<file path="config.mk">
export PLATFORM = sky130hd
export DESIGN_NAME = alert_retransmit_controller
export DESIGN_NICKNAME = d
export VERILOG_FILES = /design/src/design/arc_pkg.sv /design/src/design/arc_blink.sv /design/src/design/arc_core.sv /design/src/design/alert_retransmit_controller.sv
export SDC_FILE = /design/constraint.sdc
export NUM_CORES = 1
export LEC_CHECK = 0
export BUFFER_PORTS_ARGS = -buffer_cell sky130_fd_sc_hd__buf_4
export CAP_MARGIN = 25
export CORE_ASPECT_RATIO = 0.6
export CORE_UTILIZATION = 45
export DETAILED_ROUTE_END_ITERATION = 10
export HOLD_SLACK_MARGIN = 0.06
export SETUP_SLACK_MARGIN = 0.1
export SLEW_MARGIN = 10
export SYNTH_ARGS = -nofsm -noshare
export SYNTH_HDL_FRONTEND = slang
export SYNTH_HIERARCHICAL = 1
export SYNTH_SLANG_ARGS = --single-unit
export TNS_END_PERCENT = 10
</file>
<file path="constraint.sdc">
create_clock -name clock -period 10.2 [get_ports clock]
set_input_delay 0.51 -clock clock [delete_from_list [all_inputs] [get_ports clock]]
set_output_delay 0.51 -clock clock [all_outputs]
set_load 0.01 [all_outputs]
</file>
<file path="src/design/arc_pkg.sv">
// Shared types and status codes for the alert retransmit controller.
package arc_pkg;

   // Alert status codes as they appear on the result channel
   localparam logic [1:0] STATUS_IDLE      = 2'd0;
   localparam logic [1:0] STATUS_AWAIT     = 2'd1;
   localparam logic [1:0] STATUS_DELIVERED = 2'd2;
   localparam logic [1:0] STATUS_FAILED    = 2'd3;

   // Configuration register indexes
   localparam logic [1:0] CSR_DEBOUNCE_US    = 2'd0;
   localparam logic [1:0] CSR_ACK_TIMEOUT_MS = 2'd1;
   localparam logic [1:0] CSR_MAX_ATTEMPTS   = 2'd2;

   // Configuration reset values
   localparam logic [31:0] DEBOUNCE_US_RST    = 32'd200000;
   localparam logic [15:0] ACK_TIMEOUT_MS_RST = 16'd1000;
   localparam logic [7:0]  MAX_ATTEMPTS_RST   = 8'd3;

   typedef struct packed {
      logic [31:0] debounce_us;
      logic [15:0] ack_timeout_ms;
      logic [7:0]  max_attempts;
   } arc_cfg_type;

   typedef struct packed {
      logic [1:0]  status;
      logic [31:0] sequence_count;
      logic [7:0]  attempt_count;
      logic [31:0] last_press_us;
      logic [31:0] last_send_ms;
      logic        led_level;
   } arc_state_type;

   typedef struct packed {
      logic        press_seen;
      logic [31:0] press_time_us;
      logic        ack_valid;
      logic [31:0] ack_sequence;
      logic [31:0] now_ms;
   } arc_item_type;

   typedef struct packed {
      logic        send_alert;
      logic [31:0] alert_sequence;
      logic [31:0] alert_time_ms;
      logic [1:0]  alert_status;
      logic        status_led;
      logic        delivered_now;
      logic        failed_now;
   } arc_rsp_type;

endpackage

</file>
<file path="src/design/arc_blink.sv">
// Failure blink phase: bit 0 of now_ms / 250 by reciprocal multiplication.
module arc_blink (
   input  logic [31:0] now_ms,
   output logic        blink
);

   // now / 250 == (now >> 1) / 125; 125 is handled as a multiply by
   // ceil(2^38 / 125), exact for all 31-bit dividends.
   localparam int unsigned  BLINK_SHIFT = 38;
   localparam logic [31:0]  BLINK_RECIP = 32'd2199023256;

   logic [62:0] product;

   assign product = 63'(now_ms[31:1]) * 63'(BLINK_RECIP);
   assign blink   = product[BLINK_SHIFT];

endmodule

</file>
<file path="src/design/arc_core.sv">
// Single-pass update: press, ack, timeout/retry and blink for one item.
module arc_core (
   input  arc_pkg::arc_cfg_type   cfg,
   input  arc_pkg::arc_state_type cur,
   input  arc_pkg::arc_item_type  item,
   input  logic                   blink,
   output arc_pkg::arc_state_type nxt,
   output arc_pkg::arc_rsp_type   rsp
);

   logic press_ok;
   logic timed_out;
   logic sent;
   logic delivered;
   logic failed;

   always_comb begin
      nxt       = cur;
      sent      = 1'b0;
      delivered = 1'b0;
      failed    = 1'b0;

      // accept a debounced press: bump the sequence and transmit
      press_ok = item.press_seen &&
                 ((item.press_time_us - cur.last_press_us) >= cfg.debounce_us);
      if (press_ok) begin
         nxt.last_press_us  = item.press_time_us;
         nxt.sequence_count = cur.sequence_count + 32'd1;
         nxt.attempt_count  = 8'd1;
         nxt.last_send_ms   = item.now_ms;
         nxt.status         = arc_pkg::STATUS_AWAIT;
         nxt.led_level      = 1'b1;
         sent               = 1'b1;
      end

      // matching ack marks delivery in any state
      if (item.ack_valid && (item.ack_sequence == nxt.sequence_count)) begin
         nxt.status    = arc_pkg::STATUS_DELIVERED;
         nxt.led_level = 1'b0;
         delivered     = 1'b1;
      end

      // retransmit on timeout, or give up at the attempt limit
      timed_out = (item.now_ms - nxt.last_send_ms) >= {16'd0, cfg.ack_timeout_ms};
      if ((nxt.status == arc_pkg::STATUS_AWAIT) && timed_out) begin
         if (nxt.attempt_count < cfg.max_attempts) begin
            nxt.attempt_count = nxt.attempt_count + 8'd1;
            nxt.last_send_ms  = item.now_ms;
            nxt.status        = arc_pkg::STATUS_AWAIT;
            nxt.led_level     = 1'b1;
            sent              = 1'b1;
         end else begin
            nxt.status = arc_pkg::STATUS_FAILED;
            failed     = 1'b1;
         end
      end

      // blink while failed
      if (nxt.status == arc_pkg::STATUS_FAILED) begin
         nxt.led_level = blink;
      end

      rsp.send_alert     = sent;
      rsp.alert_sequence = nxt.sequence_count;
      rsp.alert_time_ms  = nxt.last_send_ms;
      rsp.alert_status   = nxt.status;
      rsp.status_led     = nxt.led_level;
      rsp.delivered_now  = delivered;
      rsp.failed_now     = failed;
   end

endmodule

</file>
<file path="src/design/alert_retransmit_controller.sv">
// Top level of the alert retransmit controller.
//
// Usage: each req_ item is one main-loop pass (press capture, ack, time).
// Every accepted item yields exactly one rsp_ item carrying the transmit
// flag, sequence, last send time, status, LED level and event flags.
// Configuration is written through the csr_ channel (index 0 debounce,
// 1 ack timeout, 2 max attempts); csr_ready is always high and writes
// are meant to happen while no item is in flight.
// Path: an item passes the input register, then the result register,
// before it shows on rsp_. Throughput: one item per cycle while rsp_
// is not stalled; the state update of one item is complete in the cycle
// it leaves the input register, so the next item sees it directly.
// Reset: synchronous, active high; status idle, sequence and times zero,
// LED off, registers back to 200000 us, 1000 ms and 3 attempts.
// Stall: while rsp_ready is low the result holds, the input register
// holds one more item, and req_ready drops only once both are full.
module alert_retransmit_controller (
   input  logic        clock,
   input  logic        reset,
   input  logic        req_valid,
   output logic        req_ready,
   input  logic        req_press_seen,
   input  logic [31:0] req_press_time_us,
   input  logic        req_ack_valid,
   input  logic [31:0] req_ack_sequence,
   input  logic [31:0] req_now_ms,
   output logic        rsp_valid,
   input  logic        rsp_ready,
   output logic        rsp_send_alert,
   output logic [31:0] rsp_alert_sequence,
   output logic [31:0] rsp_alert_time_ms,
   output logic [1:0]  rsp_alert_status,
   output logic        rsp_status_led,
   output logic        rsp_delivered_now,
   output logic        rsp_failed_now,
   input  logic        csr_valid,
   output logic        csr_ready,
   input  logic [1:0]  csr_index,
   input  logic [31:0] csr_wdata
);

   arc_pkg::arc_cfg_type   cfg_ff;
   arc_pkg::arc_state_type state_ff;
   arc_pkg::arc_state_type state_in;
   arc_pkg::arc_item_type  item_ff;
   arc_pkg::arc_item_type  item_in;
   arc_pkg::arc_rsp_type   rsp_ff;
   arc_pkg::arc_rsp_type   rsp_in;
   logic                   in_valid_ff;
   logic                   rsp_valid_ff;
   logic                   blink_ff;
   logic                   blink_in;
   logic                   advance;
   logic                   req_take;

   // handshake control
   assign advance   = in_valid_ff && (!rsp_valid_ff || rsp_ready);
   assign req_ready = !in_valid_ff || advance;
   assign req_take  = req_valid && req_ready;
   assign csr_ready = 1'b1;

   assign item_in.press_seen    = req_press_seen;
   assign item_in.press_time_us = req_press_time_us;
   assign item_in.ack_valid     = req_ack_valid;
   assign item_in.ack_sequence  = req_ack_sequence;
   assign item_in.now_ms        = req_now_ms;

   arc_blink u_blink (
      .now_ms (req_now_ms),
      .blink  (blink_in)
   );

   arc_core u_core (
      .cfg   (cfg_ff),
      .cur   (state_ff),
      .item  (item_ff),
      .blink (blink_ff),
      .nxt   (state_in),
      .rsp   (rsp_in)
   );

   // configuration registers
   always_ff @(posedge clock) begin
      if (reset) begin
         cfg_ff.debounce_us    <= arc_pkg::DEBOUNCE_US_RST;
         cfg_ff.ack_timeout_ms <= arc_pkg::ACK_TIMEOUT_MS_RST;
         cfg_ff.max_attempts   <= arc_pkg::MAX_ATTEMPTS_RST;
      end else if (csr_valid) begin
         unique case (csr_index)
            arc_pkg::CSR_DEBOUNCE_US:    cfg_ff.debounce_us    <= csr_wdata;
            arc_pkg::CSR_ACK_TIMEOUT_MS: cfg_ff.ack_timeout_ms <= csr_wdata[15:0];
            arc_pkg::CSR_MAX_ATTEMPTS:   cfg_ff.max_attempts   <= csr_wdata[7:0];
            default: ;
         endcase
      end
   end

   // input register and valid flags
   always_ff @(posedge clock) begin
      if (reset) begin
         in_valid_ff  <= 1'b0;
         rsp_valid_ff <= 1'b0;
      end else begin
         if (req_take) begin
            in_valid_ff <= 1'b1;
         end else if (advance) begin
            in_valid_ff <= 1'b0;
         end
         if (advance) begin
            rsp_valid_ff <= 1'b1;
         end else if (rsp_ready) begin
            rsp_valid_ff <= 1'b0;
         end
      end
   end

   // capture the item and its blink phase
   always_ff @(posedge clock) begin
      if (req_take) begin
         item_ff  <= item_in;
         blink_ff <= blink_in;
      end
   end

   // commit controller state
   always_ff @(posedge clock) begin
      if (reset) begin
         state_ff.status         <= arc_pkg::STATUS_IDLE;
         state_ff.sequence_count <= 32'd0;
         state_ff.attempt_count  <= 8'd0;
         state_ff.last_press_us  <= 32'd0;
         state_ff.last_send_ms   <= 32'd0;
         state_ff.led_level      <= 1'b0;
      end else if (advance) begin
         state_ff <= state_in;
      end
   end

   // result register
   always_ff @(posedge clock) begin
      if (advance) begin
         rsp_ff <= rsp_in;
      end
   end

   assign rsp_valid          = rsp_valid_ff;
   assign rsp_send_alert     = rsp_ff.send_alert;
   assign rsp_alert_sequence = rsp_ff.alert_sequence;
   assign rsp_alert_time_ms  = rsp_ff.alert_time_ms;
   assign rsp_alert_status   = rsp_ff.alert_status;
   assign rsp_status_led     = rsp_ff.status_led;
   assign rsp_delivered_now  = rsp_ff.delivered_now;
   assign rsp_failed_now     = rsp_ff.failed_now;

endmodule

</file>
# Word level (Yosys, flattened, before mapping)
# Index checks and enable logic that the tools add are counted.
# totals
elab_cells,72
output_inout_bits,73
inputBits,137
register_bits,334
# classes
n_mul,1
n_reduce_logical,16
n_lt_le_gt_ge,3
n_mux,19
add_sub_neg,4
eq_ne,5
# ops
operator,n
2-to-1 mux 107 bit,1
2-to-1 mux 33 bit,2
subtractor 32 bit,2
"multiplier 31 x 29 -> 36 bit, second input constant",1
"adder 32 x 1 -> 32 bit, second input constant",1
equality test 32 bit,1
>= comparator 32 x 16 -> 1 bit,1
>= comparator 32 bit,1
2-to-1 mux 8 bit,2
2-to-1 mux 1 bit,11
"adder 8 x 1 -> 8 bit, second input constant",1
less-than comparator 8 bit,1
AND reduction 2 bit,4
2-to-1 mux 2 bit,3
logical AND 1 bit,5
"equality test 2 x 1 -> 1 bit, second input constant",2
"equality test 2 bit, second input constant",2
nonzero test 2 bit,2
logical NOT 1 bit,2
logical NOT 2 bit,1
logical OR 1 bit,2

# Longest topological paths before layout
# logic_depth
word_depth,12
ltp_mapped,58
ltp_nobuf,54

# Cells and area by module
# Netlist, hierarchy kept.
# modules_own_cells
mod,area_each_um2,cells_per_inst,seq_area_each_um2,instances
alert_retransmit_controller,11907.7,883,8378.0,1
arc_blink,8790.9,822,0.0,1
arc_core,8630.8,1283,0.0,1

# Worst setup path after synthesis
# Ideal clock, no wire load.
# synth_timing
path_kind,reg2reg
startpoint,reg item_ff[65] (netlist bit)
endpoint,"reg rsp_ff, in the netlist rsp_alert_time_ms[0], data pin"
arrival_ns,10.755
synth_period_minus_slack_ns,11.006
n_path_buf,4
path_stages_with_launch,55
setup_ns,0.251
t_required_ns,9.949
slack_ns,-0.806
path_cell_list,edfxtp_1 inv_1 ha_1 inv_1 fa_1 a21o_1 a21oi_1 nand2b_1 and2_1 o21ai_0 a21oi_1 o21ai_0 o41ai_1 o31a_1 a311o_1 nand3_1 a31o_2 a21oi_1 [19 not listed] o21ba_2 xnor2_1 ha_1 a21o_1 a21o_1 a222oi_1 o2111ai_1 or4_1 a2111oi_0 nor4b_1 o2111ai_1 nor4b_1 nand4_1 o41a_1 nand3_2 buf_6 mux2_1 buf_4
# synth_rtl
item,line,source
"start, declared",alert_retransmit_controller.sv:45,arc_pkg::arc_item_type item_ff;
"start signal, assigned",alert_retransmit_controller.sv:120,item_ff <= item_in;
"end signal, assigned",alert_retransmit_controller.sv:142,rsp_ff <= rsp_in;
"end, declared",alert_retransmit_controller.sv:47,arc_pkg::arc_rsp_type rsp_ff;

==> qor.yml <==
whs_endpoint: "item_ff[83]$_DFFE_PP_"
cap_viol_max_count: 0
cts_tree: "yes"
core_area_um2: 64400
cts.sinks: 334
initial_core_util: 0.455
dieArea_um2: 66200
worstPathArrival_ns: 11.40
die_y_um: 200
synthArstFlopShare: 0
wl_per_cell_um: 20.1
synth_flop_cell: "edfxtp_1"
synth_cell_types: 97
final_nets: 3986
ios: 210
hold-path-cell-count: 1
final_util: 0.534
final_max_slew_viol_count: 0
grt_remaining_overflow: 0
synth-seq-cells: 334
rrSetupSlack_ns: -0.76
hpwlAfterDp_mm: 64.2
yosysWarnings: 6
cts.clk_slew.worst_paths_ns: 0.08
area_delta_synth_final_pct: 17.2
layout_min_cycle_time_ns: 10.96
p_leak_nw: 15.2
port_buffers: 208
start_kind: "flop"
critPathKind: "reg2reg"
outcome: "finished, violations left"
ir_worst_vdd_mv: 0.396
crit_path_end_kind: "flop"
drive_gt1_frac: 0.162
final_antenna_net_count: 0
antenna_found_initial: 2
finalSetupViolCount: 78
violations: "negative setup slack"
cts_max_path_buffers: 3
syn_avg_cell_area_um2: 9.82
drcViolationCount: 0
htreeDepth: 1
num_vias: 21983
grt_pass1_vias: 22073
rows: 72
holdWs_ns: 0.100
cp_slowest_cell: "or4_4"
timing.final.ws_setup_ns: -0.760
placed_area_um2: 32200
drt_iter0_drc: 1527
worstMarginPinSlew_ns: 1.04
fin_skew_ns: 0.0265
totalWireLength_mm: 83.8
ys_seq_area_frac: 0.286
stdcell_area_um2: 34400
min_path_type: "in2reg"
syn-instance-count: 2988
timing.rr.end: "state_ff[8]$_SDFFE_PP0P_"
finalSetupTns_ns: -44.13
drt-pass1-iter-count: 5
rsz0062_at_grt: "true"
grt_max_degree: 186
via_per_inst: 5.28
max_freq_ghz: 0.0912
min_period_over_period: 1.07
synthesis.nets: 3686
p_per_area_nw_per_um2: 238
synth_edf_count: 169
slew_headroom: 0.308
hp-start: "req_press_time_us[18]"
cts_made_buffers: 31
root_buffer: "clkbuf_16"
hold_violations: 0
crit_top_cell: "a21oi_2"
path_max_fanout: 7
dieWidth_um: 332
grt_pass1_wl_mm: 127
required_ns: 10.64
netlist_area_um2: 29300
reg2reg_from: "item_ff[65]$_DFFE_PP_"
slowest_delay_ns: 0.53
grt_use_total: 0.247
gp_congestion: 0.922
clk_latency_ns: 0.60
worstRegToRegCells: 54
-- cell type report --
type                       instances  area [µm²]
inverter                         431        1620
fill                            5778       30000
multi-input combinational       2053       18800
timing repair buffer             437        3590
antenna                            5        12.5
tap                              851        1060
clock buffer                      43         861
sequential                       334        8380
clock inverter                    13        67.6
-- metal layers --
metal / GRT usage / share of wire / vias up
met3: 0.0687 / 0.085 / 66
met2: 0.344 / 0.40 / 566
met1: 0.382 / 0.51 / 10743
met5: 0 / 0 / -
li1: - / - / 10608
met4: 0.0398 / 0.015 / 0
-- cells by family (layout without fill, tap and decap cells) --
| kind of cell | after synthesis | count (layout) | share of synthesized area |
|---|---|---|---|
| muxes | 165 | 165 | 0.0567 |
| AOI/OAI and AO/OA | 406 | 406 | 0.0875 |
| other | 1 | 6 | 0.000128 |
| and+or+nand+nor | 770 | 770 | 0.141 |
| buffers and inverters | 601 | 924 | 0.0901 |
| DFF | 334 | 334 | 0.286 |
| adders and majority gates | 564 | 564 | 0.295 |
| xor gates and xnor gates | 147 | 147 | 0.0439 |
-- report_power, final --
part / leakage [nW] / switching [mW] / internal, mW / total [mW]
clock: 0.466 / 0.534 / 0.587 / 1.12
sequential: 2.95 / 0.0509 / 1.52 / 1.57
combinational: 11.7 / 3.07 / 2.43 / 5.50
total: 15.2 / 3.65 / 4.54 / 8.19
-- cell usage after synthesis, drive strengths merged, types with 94 or more instances --
cell	number	share of area
inv	431	0.055
a21oi	157	0.027
nand2	194	0.025
nand2b	233	0.050
nor2	94	0.012
xnor2	100	0.030
fa	214	0.15
ha	347	0.15
mux2i	155	0.053
edfxtp	169	0.17
buf	117	0.028
dfxtp	165	0.11
-- worst max-delay path: cells and delay by family (launching register included) --
kind | cells | cell delay (ns)
flip-flops | 1 | 0.39
AO/OA/AOI/OAI | 23 | 4.41
XOR/XNOR | 2 | 0.21
AND/OR/NAND/NOR | 17 | 3.32
buffers and inverters | 4 | 0.43
adder cells (fa/ha/maj) | 6 | 1.66
multiplexers | 2 | 0.37
-- flip-flops by register name, summed over array words and instances, names as in the netlist --
register and cells:
rsp_alert_status 2, rsp_send_alert 1, rsp_valid 1, blink_ff 1
rsp_failed_now 1, rsp_delivered_now 1, item_ff 98, rsp_status_led 1
cfg_ff 56, in_valid_ff 1, state_ff 107, rsp_alert_time_ms 32
rsp_alert_sequence 32
-- what timing repair did --
item	CTS	global route
hold buffers	44	0
setup endpoints to repair	78	78
gates resized for setup	33	49
pin swaps	25	30
buffers inserted	25	13
cloned	0	4
hold endpoints to repair	44	0
-- worst max path at each step --
| stage | depth (start not counted) | slack [ns] | start | endpoint |
|---|---|---|---|---|
| after CTS | 54 | -0.55 | item_ff[65]$_DFFE_PP_ | state_ff[1]$_SDFFE_PP0P_ |
| final | 54 | -0.76 | item_ff[65]$_DFFE_PP_ | state_ff[8]$_SDFFE_PP0P_ |
| after detailed placement | 51 | -1.04 | item_ff[66]$_DFFE_PP_ | state_ff[27]$_SDFFE_PP0P_ |
| after floorplan | 54 | -0.17 | item_ff[65]$_DFFE_PP_ | rsp_alert_time_ms[0]$_DFFE_PP_ |
| after global placement | 50 | -0.50 | item_ff[66]$_DFFE_PP_ | state_ff[8]$_SDFFE_PP0P_ |
| after global routing | 55 | -1.32 | item_ff[65]$_DFFE_PP_ | state_ff[10]$_SDFFE_PP0P_ |
-- through the flow --
step | instances | power [mW] | setup slack [ns]
2_1_floorplan | 2988 | 5.33 | -0.172
3_3_place_gp | 4016 | 6.71 | -0.503
3_5_place_dp | 4018 | 6.92 | -1.04
4_1_cts | 4142 | 8.15 | -0.554
5_1_grt | 4164 | 9.08 | -1.32
6_report | 4167 | 8.19 | -0.760
-- cells in the final DEF, fill, tap and decap left out, types with 26 or more instances in the layout --
master           n
xnor2_1         99
nor3_1          54
mux2i_1        147
clkbuf_16       34
o21ai_0         80
fa_1           212
dlygate4sd3_1   44
nor2_1          91
xor2_1          47
ha_1           344
nand2b_1       232
nand4_1         28
dfxtp_1        165
a21o_1          28
a21oi_1        129
edfxtp_1       169
nand2_1        193
inv_1          429
nand3_1         36
buf_4          374
a21oi_2         26
Power figures use the tool's default switching activity.
